**src/rtl/olab_pkg.sv**
```systemverilog
package olab_pkg;

    // Ring geometry (the ring length must stay a power of two)
    localparam int LENGTH    = 4096;
    localparam int ADDR_W    = $clog2(LENGTH);
    localparam int CLR_W     = ADDR_W + 1;

    // Field widths
    localparam int ACC_W     = 24;
    localparam int SAMPLE_W  = 16;
    localparam int HOP_W     = 13;
    localparam int OFS_W     = 17;
    localparam int SUM_W     = OFS_W + 1;
    localparam int FIDX_W    = 13;
    localparam int TIME_W    = 32;
    localparam int THR_W     = 16;

    // Result queue
    localparam int FIFO_DEPTH = 4;
    localparam int FIFO_PTR_W = $clog2(FIFO_DEPTH);
    localparam int FIFO_CNT_W = FIFO_PTR_W + 1;

    // Saturation limits
    localparam logic signed [ACC_W-1:0] ACC_MAX = {1'b0, {(ACC_W-1){1'b1}}};
    localparam logic signed [ACC_W-1:0] ACC_MIN = {1'b1, {(ACC_W-1){1'b0}}};
    localparam logic signed [OFS_W-1:0] OFS_MAX = {1'b0, {(OFS_W-1){1'b1}}};
    localparam logic signed [OFS_W-1:0] OFS_MIN = {1'b1, {(OFS_W-1){1'b0}}};

    typedef enum logic [1:0] {
        OP_ADD = 2'd0,
        OP_END = 2'd1,
        OP_POP = 2'd2,
        OP_NOP = 2'd3
    } op_t;

    // Request issued to the accumulator datapath
    typedef struct packed {
        op_t                        op;
        logic [ADDR_W-1:0]          addr;
        logic signed [SAMPLE_W-1:0] sample;
        logic                       filled;
        logic [TIME_W-1:0]          time_count;
    } issue_t;

    // One result item
    typedef struct packed {
        logic signed [ACC_W-1:0] sample_out;
        logic                    sample_valid;
        logic                    filled;
        logic [TIME_W-1:0]       time_count;
    } result_t;

endpackage

```
**src/rtl/olab_fifo.sv**
```systemverilog
module olab_fifo (
    input  logic                              clk,
    input  logic                              rst_n,
    input  logic                              push,
    input  olab_pkg::result_t                 push_data,
    input  logic                              pop,
    output logic                              not_empty,
    output olab_pkg::result_t                 head,
    output logic [olab_pkg::FIFO_CNT_W-1:0]   count
);

    olab_pkg::result_t                 fifo_mem [olab_pkg::FIFO_DEPTH];
    logic [olab_pkg::FIFO_PTR_W-1:0]   wr_ptr_reg;
    logic [olab_pkg::FIFO_PTR_W-1:0]   rd_ptr_reg;
    logic [olab_pkg::FIFO_CNT_W-1:0]   cnt_reg;
    logic                              do_pop;

    assign do_pop    = pop && (cnt_reg != '0);
    assign not_empty = (cnt_reg != '0);
    assign head      = fifo_mem[rd_ptr_reg];
    assign count     = cnt_reg;

    // Storage
    always_ff @(posedge clk)
    begin
        if (push)
            fifo_mem[wr_ptr_reg] <= push_data;
    end

    // Pointers and fill count
    always_ff @(posedge clk or negedge rst_n)
    begin
        if (!rst_n)
        begin
            wr_ptr_reg <= '0;
            rd_ptr_reg <= '0;
            cnt_reg    <= '0;
        end
        else
        begin
            if (push)
                wr_ptr_reg <= wr_ptr_reg + olab_pkg::FIFO_PTR_W'(1);
            if (do_pop)
                rd_ptr_reg <= rd_ptr_reg + olab_pkg::FIFO_PTR_W'(1);
            if (push && !do_pop)
                cnt_reg <= cnt_reg + olab_pkg::FIFO_CNT_W'(1);
            else if (!push && do_pop)
                cnt_reg <= cnt_reg - olab_pkg::FIFO_CNT_W'(1);
        end
    end

`ifndef NO_ASSERTIONS
    // The admission rule keeps the queue from overflowing
    assert property (@(posedge clk) disable iff (!rst_n)
        (push && !do_pop) |-> (cnt_reg != olab_pkg::FIFO_CNT_W'(olab_pkg::FIFO_DEPTH)))
        else $error("result queue overflow");
`endif

endmodule

```
**config.mk**
```make
export PLATFORM = sky130hd
export DESIGN_NAME = olab_fifo
export DESIGN_NICKNAME = d
export VERILOG_FILES = /design/src/rtl/olab_pkg.sv /design/src/rtl/olab_fifo.sv
export SDC_FILE = /design/constraint.sdc
export NUM_CORES = 1
export LEC_CHECK = 0
export BUFFER_PORTS_ARGS = -buffer_cell sky130_fd_sc_hd__buf_2
export CORE_MARGIN = 2
export CORE_UTILIZATION = 36
export CTS_BUF_LIST = sky130_fd_sc_hd__clkbuf_16
export CTS_CLUSTER_DIAMETER = 120
export DETAILED_ROUTE_END_ITERATION = 16
export REMOVE_ABC_BUFFERS = 1
export SKIP_CTS_REPAIR_TIMING = 1
export SKIP_LAST_GASP = 1
export SYNTH_ARGS = -nofsm -noshare
export SYNTH_HDL_FRONTEND = slang
export SYNTH_SLANG_ARGS = --single-unit
```
**constraint.sdc**
```tcl
create_clock -name clk -period 3.3 [get_ports clk]
set_clock_uncertainty 0.15 [all_clocks]
set_input_delay 0.825 -clock clk [delete_from_list [all_inputs] [get_ports clk]]
set_output_delay 0.825 -clock clk [all_outputs]
set_load 0.02 [all_outputs]
```
# Word level (Yosys, flattened, before mapping)
# Memory sizes are Yosys's and may differ from the RTL's.
# Index checks and enable logic that the tools add are counted.
dict set report classes {
  muxes 4
  add_sub_neg 4
  reduce_logical 7
}
# op n
set ops {}
lappend ops {{$mux W3} 2}
lappend ops {{$add A2 B1 Y2 const B} 2}
lappend ops {{$add A3 B1 Y3 const B} 1}
lappend ops {{$logic_and A1 B1 Y1} 3}
lappend ops {{$reduce_bool A3 Y1} 1}
lappend ops {{$sub A3 B1 Y3 const B} 1}
lappend ops {{$logic_not A1 Y1} 2}
lappend ops {{$mux W1} 2}
lappend ops {{$reduce_bool A2 Y1} 1}
dict set report word_totals {
  ram_bits 232
  word_cells 19
  n_memories 1
  regBits 7
}
# memory words word_bits read_ports rd_ports_with_merged_regs write_ports line_no
set memory_table {}
lappend memory_table {fifo_mem 4 58 1 0 1 olab_fifo.sv:12} ;# olab_pkg::result_t fifo_mem [olab_pkg::FIFO_DEPTH];

# Longest topological paths before layout
dict set report depth {
  ltp_word 5
  mapped_depth 8
  depth_no_buf 8
}

# Worst setup path after synthesis
# No wires, ideal clock.
dict set report synth_path {
  path_kind {input port to flip-flop}
  from {input push}
  to {memory fifo_mem[0][0] in the netlist's numbering (enable)}
  t_arrival_ps 2198
  path_stages 1
  path_buffers 0
  path_slack_ps 530
  cell_sequence {and2_1}
}
dict set report synth_between {
  elab_chain_len 2
}
# element line_no
set synth_lines {}
lappend synth_lines {{start: declaration} olab_fifo.sv:4} ;# input logic push,
lappend synth_lines {{$mux W1} olab_fifo.sv:26} ;# if (push)
lappend synth_lines {{$mux W1 (not written as such)} olab_fifo.sv:27} ;# fifo_mem[wr_ptr_reg] <= push_data;
lappend synth_lines {{end: declaration} olab_fifo.sv:12}
# Every way passes these cells.

==> metrics.txt <==
status finished clean; Ys Warns 0; sequential power share a little over two fifths; CTS Buffer Depth 3; fill count 2064; Hold Vio Cnt, Final 0; commonest cells after routing, fill and taps aside edfxtp_1, buf_2, mux4_2; Post-Syn Area a little under 0.009 mm^2; minimum clock period approximately 3100 ps; switch share 30.7%; Psw 3.06 mW; Area growth syn-to-layout 21.1%; setup_tns 0 ps; die width 161 um; Buffers on Ports 123; Final nets 552; Slowest-stage cell, CP dfrtp_4; Worst path max stage delay 640 ps; leakage power 3.68 nW; crit path capture type primary output; Reg clk slew, reported paths 60 ps; synthesized netlist cell count ~340; Top reg by flops fifo_mem; Worst IR Drop VDD 0.822 mV; achievable clock frequency 0.322 GHz; sequential fraction of the synthesis area 80.9%; initial antenna violation count 0; clock share of power 27.3%; unique cell type count in the Yosys netlist 19; number of remaining DRC errors 0; Setup CP Type flop to primary output; DRT iter0 DRCs 240; setup repair after global routing missed its margin false; final worst setup slack around 190 ps; P_int a little under 7 mW; I/O pins approximately 120; CTS Buf Count 26; Worst slew margin just under 70%; critical path data arrival time 2130 ps; Die Y 161 um; number of global-route vias before repair 4336; core area between 0.02 and 0.025 mm^2; Synth Register Bits about 240; DIE AREA 0.0258 mm^2; DP Wirelength 9640 um; worst-path maximum fanout 20; Worst Path Required 2320 ps; Routed WL 16000 um; gp weighted congestion 0.649; Max H-tree Level 1; Via Count 3953; num rows 57; synth top area cells edfxtp_1, mux4_2, dfrtp_1, buf_12, ha_1; total of max-cap violations 0; Gate power share roughly 30%; final setup vio count 0; Skew-Pair Late Insertion Delay 520 ps; GRT Util Overall between 10% and 20%; most common cell after layout, fill and taps aside edfxtp_1; # clock sinks 239; worst path bufs/invs 2; starting density of the core 36.5%; largest net degree at the start of global routing 42; share of the synthesized area in the top cell type 78.9%; Finished Core Util 44.2%; pre-CTS WS 677 ps; HP Class input port to flop; clk root buf clkbuf_16; CTS tree done; max reg flops 232; CP delay by family, top flip-flops; Cell Chain, Critical Path buf_12 > mux4_2 > buf_2; Sequential cell area approximately 0.0071 mm^2; Worst-Margin Slew 470 ps; first-pass GRT wire length 24800 um; Max Slew Vio Count 0; Detailed Routing Iterations Pass 1 4; Worst Hold Slack 367 ps; PD cells a little over 900 mW/mm^2; total gr overflow 0; Routed WL per cell 19.4 um; share of cells above drive strength 1 45.7%; area of the multi-input gates 0.00152 mm^2; syn avg cell area 26.2 um^2; Yosys top cell by area edfxtp_1; Antenna Nets Post-Route 0; vias per std cell 4.77; Tcrit/Tclk final roughly 94%; CP Launch Type flop
-- worst register-to-register path: stages (launching register included) --
cell and delay [ps]:
dfrtp_1 460, or3_1 430, nand2_1 170, ha_1 220, inv_1 60, fa_1 380
xor2_1 180, nor2_1 110, xor2_1 150
-- metal layers --
layer  share of wire [%]  track usage [%]
met1                  43             16.5
met2                  49             21.0
met3                 5.5             3.20
met4                 2.3             3.44
met5                   0                0
-- worst paths after layout --
check,start,to,slack [ps],cells after the start
worst max-delay path,rd_ptr_reg[0]$_DFFE_PN0P_,head[16],190,3
worst min-delay path,push_data[37],fifo_mem[3][37]$_DFFE_PP_,370,1
worst max register to register,count[0]$_DFFE_PN0P_,count[2]$_DFFE_PN0P_,930,8
worst min register to register,wr_ptr_reg[0]$_DFFE_PN0P_,wr_ptr_reg[0]$_DFFE_PN0P_,380,1
max in group asynchronous,rst_n,rd_ptr_reg[0]$_DFFE_PN0P_,2260,2
min in group asynchronous,rst_n,rd_ptr_reg[1]$_DFFE_PN0P_,530,2
-- metrics by stage --
| stage | power (mW) | instances | instance area, um^2 |
|---|---|---|---|
| 2_1_floorplan | 6.29 | 323 | 8660 |
| 6_report | 9.98 | 829 | 10700 |
| 4_1_cts | 10.2 | 826 | 10700 |
| 3_5_place_dp | 7.43 | 779 | 9860 |
| 3_3_place_gp | 7.37 | 779 | 9860 |
| 5_1_grt | 10.5 | 827 | 10700 |
-- logic make-up (layout without fill, tap and decap cells) --
logic type                 after synthesis  in the layout  synth area share [%]
adders and majority gates                6              6                 0.935
xor gates and xnor gates                 6              6                 0.595
buffers and inverters                   17            183                  2.07
DFF                                    239            239                  80.9
other                                    0              2                     0
muxes                                   59             59                  14.9
and+or+nand+nor                          9              9                 0.538
AOI/OAI and AO/OA                        1              1                0.0566
-- synthesized netlist by cell type --
master and number:
and2_1 4, buf_12 6, buf_2 5, buf_4 2
buf_6 1, dfrtp_1 7, edfxtp_1 232, fa_1 1
ha_1 5, inv_1 3, mux2_2 1, mux4_2 58
nand2_1 2, nand3_1 1, nor2_1 1, o21ai_0 1
or3_1 1, xnor2_1 3, xor2_1 3
-- final cells by class --
cell class	count	share of cell area (%)
clock buffer	27	6.32
multi-input combinational	81	14.2
tap	324	3.79
antenna	2	0.0468
clock inverter	20	1.32
sequential	239	66.8
inverter	3	0.105
timing repair buffer	133	7.42
-- power groups by stage --
stage	clock network (mW)	logic, mW	registers, mW
finish	2.72	3.00	4.25
global route	2.92	3.25	4.32
CTS	2.80	3.10	4.28
detailed placement	0	3.09	4.34
global placement	0	3.07	4.30
floorplan	0	1.86	4.43
No activity file was read; power rests on OpenSTA's default activity.
