==> src/rtl/olab_pkg.sv <==
package olab_pkg;

    // Ring geometry (the ring length must stay a power of two)
    localparam int LENGTH    = 4096;
    localparam int ADDR_W    = $clog2(LENGTH);
    localparam int CLR_W     = ADDR_W + 1;

    // Field widths
    localparam int ACC_W     = 24;
    localparam int SAMPLE_W  = 16;
    localparam int HOP_W     = 13;
    localparam int OFS_W     = 17;
    localparam int SUM_W     = OFS_W + 1;
    localparam int FIDX_W    = 13;
    localparam int TIME_W    = 32;
    localparam int THR_W     = 16;

    // Result queue
    localparam int FIFO_DEPTH = 4;
    localparam int FIFO_PTR_W = $clog2(FIFO_DEPTH);
    localparam int FIFO_CNT_W = FIFO_PTR_W + 1;

    // Saturation limits
    localparam logic signed [ACC_W-1:0] ACC_MAX = {1'b0, {(ACC_W-1){1'b1}}};
    localparam logic signed [ACC_W-1:0] ACC_MIN = {1'b1, {(ACC_W-1){1'b0}}};
    localparam logic signed [OFS_W-1:0] OFS_MAX = {1'b0, {(OFS_W-1){1'b1}}};
    localparam logic signed [OFS_W-1:0] OFS_MIN = {1'b1, {(OFS_W-1){1'b0}}};

    typedef enum logic [1:0] {
        OP_ADD = 2'd0,
        OP_END = 2'd1,
        OP_POP = 2'd2,
        OP_NOP = 2'd3
    } op_t;

    // Request issued to the accumulator datapath
    typedef struct packed {
        op_t                        op;
        logic [ADDR_W-1:0]          addr;
        logic signed [SAMPLE_W-1:0] sample;
        logic                       filled;
        logic [TIME_W-1:0]          time_count;
    } issue_t;

    // One result item
    typedef struct packed {
        logic signed [ACC_W-1:0] sample_out;
        logic                    sample_valid;
        logic                    filled;
        logic [TIME_W-1:0]       time_count;
    } result_t;

endpackage

==> src/rtl/olab_ctrl.sv <==
module olab_ctrl (
    input  logic                                 clk,
    input  logic                                 rst_n,
    input  logic                                 accept,
    input  olab_pkg::op_t                        op,
    input  logic signed [olab_pkg::SAMPLE_W-1:0] sample_in,
    input  logic [olab_pkg::HOP_W-1:0]           hop_period,
    input  logic                                 cfg_wr_en,
    input  logic [olab_pkg::THR_W-1:0]           cfg_wr_data,
    output olab_pkg::issue_t                     issue
);

    logic [olab_pkg::ADDR_W-1:0]        rp_reg,   rp_next;
    logic signed [olab_pkg::OFS_W-1:0]  wo_reg,   wo_next;
    logic [olab_pkg::FIDX_W-1:0]        fi_reg,   fi_next;
    logic [olab_pkg::TIME_W-1:0]        time_reg, time_next;
    logic [olab_pkg::THR_W-1:0]         thr_reg;

    logic [olab_pkg::SUM_W-1:0]  addr_sum;
    logic [olab_pkg::ADDR_W-1:0] acc_addr;
    logic [olab_pkg::SUM_W-1:0]  ofs_adv;
    logic [olab_pkg::SUM_W-1:0]  ofs_dec;

    // Ring address of the next frame sample: modulo by truncation
    always_comb
    begin
        addr_sum = {{(olab_pkg::SUM_W-olab_pkg::ADDR_W){1'b0}}, rp_reg}
                 + {wo_reg[olab_pkg::OFS_W-1], wo_reg}
                 + {{(olab_pkg::SUM_W-olab_pkg::FIDX_W){1'b0}}, fi_reg};
        acc_addr = addr_sum[olab_pkg::ADDR_W-1:0];
    end

    // Offset arithmetic, one guard bit for saturation
    always_comb
    begin
        ofs_adv = {wo_reg[olab_pkg::OFS_W-1], wo_reg}
                + {{(olab_pkg::SUM_W-olab_pkg::HOP_W){1'b0}}, hop_period};
        ofs_dec = {wo_reg[olab_pkg::OFS_W-1], wo_reg} - olab_pkg::SUM_W'(1);
    end

    // State update for the accepted request
    always_comb
    begin
        rp_next   = rp_reg;
        wo_next   = wo_reg;
        fi_next   = fi_reg;
        time_next = time_reg;
        if (accept)
        begin
            case (op)
                olab_pkg::OP_ADD:
                begin
                    fi_next = fi_reg + olab_pkg::FIDX_W'(1);
                end
                olab_pkg::OP_END:
                begin
                    fi_next   = '0;
                    time_next = time_reg
                              + {{(olab_pkg::TIME_W-olab_pkg::HOP_W){1'b0}}, hop_period};
                    if (ofs_adv[olab_pkg::SUM_W-1:olab_pkg::SUM_W-2] == 2'b01)
                        wo_next = olab_pkg::OFS_MAX;
                    else
                        wo_next = ofs_adv[olab_pkg::OFS_W-1:0];
                end
                olab_pkg::OP_POP:
                begin
                    rp_next = rp_reg + olab_pkg::ADDR_W'(1);
                    if (ofs_dec[olab_pkg::SUM_W-1:olab_pkg::SUM_W-2] == 2'b10)
                        wo_next = olab_pkg::OFS_MIN;
                    else
                        wo_next = ofs_dec[olab_pkg::OFS_W-1:0];
                end
                default:
                begin
                    rp_next = rp_reg;
                end
            endcase
        end
    end

    // Request to the datapath, flags reflect the updated state
    always_comb
    begin
        issue.op         = op;
        issue.addr       = (op == olab_pkg::OP_POP) ? rp_reg : acc_addr;
        issue.sample     = sample_in;
        issue.filled     = (wo_next > $signed({1'b0, thr_reg}));
        issue.time_count = time_next;
    end

    always_ff @(posedge clk or negedge rst_n)
    begin
        if (!rst_n)
        begin
            rp_reg   <= '0;
            wo_reg   <= '0;
            fi_reg   <= '0;
            time_reg <= '0;
            thr_reg  <= '0;
        end
        else
        begin
            rp_reg   <= rp_next;
            wo_reg   <= wo_next;
            fi_reg   <= fi_next;
            time_reg <= time_next;
            if (cfg_wr_en)
                thr_reg <= cfg_wr_data;
        end
    end

endmodule

==> config.mk <==
export PLATFORM = sky130hd
export DESIGN_NAME = olab_ctrl
export DESIGN_NICKNAME = d
export VERILOG_FILES = /design/src/rtl/olab_pkg.sv /design/src/rtl/olab_ctrl.sv
export SDC_FILE = /design/constraint.sdc
export NUM_CORES = 1
export LEC_CHECK = 0
export BUFFER_PORTS_ARGS = -buffer_cell sky130_fd_sc_hd__buf_4
export CORE_MARGIN = 2
export CORE_UTILIZATION = 59
export CTS_BUF_LIST = sky130_fd_sc_hd__clkbuf_4 sky130_fd_sc_hd__clkbuf_8
export CTS_CLUSTER_SIZE = 8
export DETAILED_ROUTE_END_ITERATION = 12
export PLACE_DENSITY_LB_ADDON = 0.2
export SLEW_MARGIN = 20
export SYNTH_ARGS = -nofsm -noshare
export SYNTH_HDL_FRONTEND = slang
export SYNTH_SLANG_ARGS = --single-unit
==> constraint.sdc <==
create_clock -name clk -period 7.4 [get_ports clk]
set_clock_uncertainty 0.2 [all_clocks]
set_input_delay 1.48 -clock clk [delete_from_list [all_inputs] [get_ports clk]]
set_output_delay 1.48 -clock clk [all_outputs]
set_load 0.02 [all_outputs]
# Word level (Yosys, flattened, before mapping)
# Index checks and enable logic that the tools add are counted.
# W data, S select, Z words.
totals:
  mem_bits_rw: 0
  latchBits: 0
  elab_cells: 29
  n_memories: 0
  reg_bits: 90
  in_bits: 51
  out_inout_bits: 63
  mem_bits_ro: 0
op_classes:
  n_bitwise: 0
  reduce_logical: 4
  n_addsub: 7
  shifts: 0
  n_eq_ne: 4
  div: 0
  multipliers: 0
  n_lt_le_gt_ge: 1
  mux: 8
ops:
  columns: ["operator", "count"]
  rows:
  - ["$mux W32", 2]
  - ["$mux W17", 3]
  - ["$pmux W17 S2", 1]
  - ["$add A32 B13 Y32", 1]
  - ["$pmux W13 S2", 1]
  - ["$add A12 B12 Y12", 2]
  - ["$add A17 B14 Y18", 1]
  - ["$sub A17 B2 Y18 const B", 1]
  - ["$gt A17 B17 Y1", 1]
  - ["$add A13 B1 Y13 const B", 1]
  - ["$add A12 B1 Y12 const B", 1]
  - ["$mux W12", 1]
  - ["$eq A2 B1 Y1 const B", 2]
  - ["$eq A2 B2 Y1 const B", 2]
  - ["$reduce_and A2 Y1", 2]
  - ["$logic_not A2 Y1", 1]
  - ["$reduce_bool A2 Y1", 1]

# Logic depth before layout (Yosys ltp)
logic_depth:
  ltp_word: 6
  depth_mapped: 18
  depth_no_buf: 17

# Worst setup path after synthesis
# Ideal clock, no wire load.
synth_timing:
  kind: "input-to-output"
  from: "in hop_period[0] (netlist bit)"
  to: "out issue[32] (netlist bit)"
  cell_stages: 16
  t_arrival_ns: 5.152
  slack_ns: 0.568
  required_ns: 5.720
  path_cell_list: "ha_1 > fa_1 > a211oi_1 > o21a_1 > nor3_1 > or4b_2 > o22ai_1 > nand2_1 > o211ai_1 > ha_1 > a21oi_1 > nor3_1 > a2111oi_0 > o21ai_0 > o221ai_1 > nor2_1"
synth_lines:
  columns: ["element", "line", "text"]
  rows:
  - ["from (decl)", "olab_ctrl.sv:7", "input logic [olab_pkg::HOP_W-1:0] hop_period,"]
  - ["to (decl)", "olab_ctrl.sv:10", "output olab_pkg::issue_t issue"]

==> results by group <==
Synth
  – Post-synth top cells: nand2_1 (92), dfrtp_1 (89), o21ai_0 (71)
  – Most common cell in the netlist: nand2_1
  – Sequential share of the synthesized area: 33.5%
  – Synth Instances: 751
  – Post-synth EDFFs: 0
  – Post-synth top flop: dfrtp_1
  – Synth Area per Inst: 8.86 sq um
  – Synth Net Count: around 870
  – Post-synth ARST share: 100%
  – Synth Warn #: 0
  – Post-synth top area share: ~33%
  – Synth area leader: dfrtp_1
  – Largest cells by area after synthesis: dfrtp_1 (33%), ha_1 (11%), o21ai_0 (5.3%)
  – Synthesis-stage register bit count: 89
  – Syn Std Cell Area: 0.00665 sq mm
  – Post-synth cell types: 66

Power and ir drop
  – LEAKAGE: 3.63 nW
  – Total power: 2.75 mW
  – PwrDens: 367 mW/mm^2
  – Peak supply drop: about 0.25 mV

Placement
  – Final HPWL DP: 12600 microns
  – Pre-CTS setup slack: 48.5 ps
  – Port buffer count: 81
  – Gpl congestion: 0.929

Clock tree
  – H-tree levels: 3
  – CTS clock-pin slew for the worst setup and hold paths: approximately 100 ps
  – Post-CTS setup buffer count: 0
  – Skew-Pair Late Insertion Delay: 380 ps
  – Number of CTS-inserted buffers: 9
  – CTS Sinks: 89
  – Clk buf depth: 2
  – CTS tree: done
  – Root buffer cell: clkbuf_8

Flow run
  – Maxcap violations: 0

Setup path
  – CP max stage delay: 690 ps
  – CP top delay family: compound AO/OA/AOI/OAI gates
  – CP Data Required Time: 5720 ps
  – Crit path cell chain: buf_4 > ha_1 > fa_2 > a211oi_2 > o21a_1 > nor3_1 > or4b_2 > o22ai_4 > buf_4 > o21ai_0 > o211ai_1 > ha_1 > nand4_1 > nor3_1 > a2111oi_0 > o21ai_0 > o221ai_1 > nor2_1 > buf_4
  – CP most frequent cell: buf_4
  – Crit path arrival time: 5400 ps
  – Worst-path fanout max: 4
  – CP Buf/Inv Count: 3
  – Worst path slowest cell: or4b_2
  – CP Capture Type: output pin
  – Crit path kind: in2out
  – Startpoint Class: primary input

Global route
  – First-pass GRT wire length: 26200 microns
  – Initial antenna violation count: 0
  – Largest net degree at the start of global routing: 64
  – Number of global-route vias before repair: 5528
  – Total track usage: 27.9%
  – GR Overflow Total: 0

Status
  – Status: finished clean

Layout
  – Area Overhead vs Synth: 12.5%
  – Fill cell count: 884
  – FF+latch area: 0.00223 sq mm
  – N_diodes: 0
  – Max reg flops: 32
  – Nets: just over 900
  – Share of post-route cells with drive strength above 1: 15.1%
  – Multi-input logic area: approximately 0.0040 sq mm

Timing
  – Max_slew headroom: a little under half
  – RSZ-0062 raised after global routing: no
  – Setup ws final: between 300 and 400 ps
  – Max Clk Rate: approximately 140 MHz
  – Setup_tns: 0 ps
  – Tmin final: 7080 ps
  – Slew Viols, Final: 0
  – Worst slew pin tran: 818 ps
  – Part of the cycle the worst path needs: 95.7%
  – Final setup fails: 0
  – Final hold vios: 0

Floorplanning
  – Die Width: 110 microns
  – Initial Utilization: between 60% and 70%
  – Die height: roughly 110 microns
  – I/O pins: 114
  – Area of the die: 0.0121 sq mm
  – CORE AREA: approximately 0.011 sq mm
  – FP Rows: 38

Routing
  – Via count: 5736
  – ANT nets after route: 0
  – Final WL: between 15000 and 20000 microns
  – Initial DRC Count: 444
  – Drt pass-1 iters: 6
  – Vias per cell: approximately 6.0
  – Drt wl/cell: roughly 17 microns
  – Drt drc: 0

Hold path
  – HP Class: reg2reg
[what timing repair did]
item,in CTS,in global routing
endpoints found under the setup margin,0,1
hold endpoints to repair,0,0
hold buffers,0,0
gates resized for setup,0,6
[layout by cell type (no fill, tap or decap), types with 3 or more instances in the layout]
cell type | Yosys | routed
xnor2_1 | 34 | 34
and3_1 | 14 | 14
nand2b_1 | 3 | 3
nor2b_1 | 5 | 5
a31oi_1 | 6 | 6
inv_1 | 45 | 45
clkbuf_8 | 0 | 9
xor2_1 | 32 | 32
fa_1 | 14 | 13
buf_4 | 18 | 89
a22oi_1 | 6 | 6
dfrtp_1 | 89 | 89
nor2_1 | 54 | 54
o221ai_1 | 3 | 3
o22ai_1 | 5 | 4
or3_1 | 5 | 5
nor3_1 | 21 | 21
nor4_1 | 3 | 3
a21oi_1 | 29 | 29
mux2_2 | 5 | 5
a21o_1 | 14 | 14
a211o_1 | 3 | 3
o21ai_0 | 71 | 71
o21bai_1 | 4 | 4
and2_1 | 4 | 4
o21a_1 | 10 | 10
nand2_1 | 92 | 92
nand4_1 | 7 | 7
nand3_1 | 16 | 16
o211ai_1 | 10 | 10
a211oi_1 | 8 | 7
ha_1 | 58 | 58
[metal layers]
layer	global-route usage (%)	routed length [microns]
met1	36.6	7130
met2	44.3	7540
met4	8.66	244
met5	0	0
met3	8.41	1270
[cell type report]
type / instances / area share [%]
clock inverter: 5 / 0.853
inverter: 45 / 2.26
multi-input combinational: 578 / 54.1
sequential: 89 / 29.8
clock buffer: 10 / 1.76
tap: 140 / 2.34
timing repair buffer: 89 / 8.93
[path summary, 6_finish.rpt]
path,cells past startpoint,from,to,slack [ps]
setup / recovery,19,hop_period[0],issue[32],320
min in group asynchronous,1,rst_n,rp_reg[9],800
max in group asynchronous,2,rst_n,time_reg[14],5100
hold / removal,1,time_reg[31],time_reg[31],280
setup reg to reg,7,wo_reg[2],wo_reg[15],3760
hold reg to reg,1,time_reg[31],time_reg[31],280
[logic make-up after synthesis]
| group | synth area share [%] |
|---|---|
| flops | 33.5 |
| compound gates | 18.7 |
| mux | 1.15 |
| simple gates | 16.7 |
| fa+ha+maj | 15.1 |
| xor+xnor | 8.69 |
| buf+inv | 6.09 |
[report_power, final]
part / switching (mW) / internal (mW) / total [mW] / leakage, nW
logic: 0.948 / 0.704 / 1.65 / 2.38
registers: 0.157 / 0.595 / 0.752 / 1.15
clock network: 0.184 / 0.161 / 0.345 / 0.0968
total: 1.29 / 1.46 / 2.75 / 3.63
[through the flow]
step	utilization [%]	area [sq um]	instances	hold WS (ps)
2_1_floorplan	-	6650	751	265
3_3_place_gp	66.4	7260	941	260
3_5_place_dp	66.4	7260	941	269
4_1_cts	68.2	7450	956	287
5_1_grt	68.4	7480	956	307
6_report	68.4	7480	956	281
(Power assumes the default switching activity.)
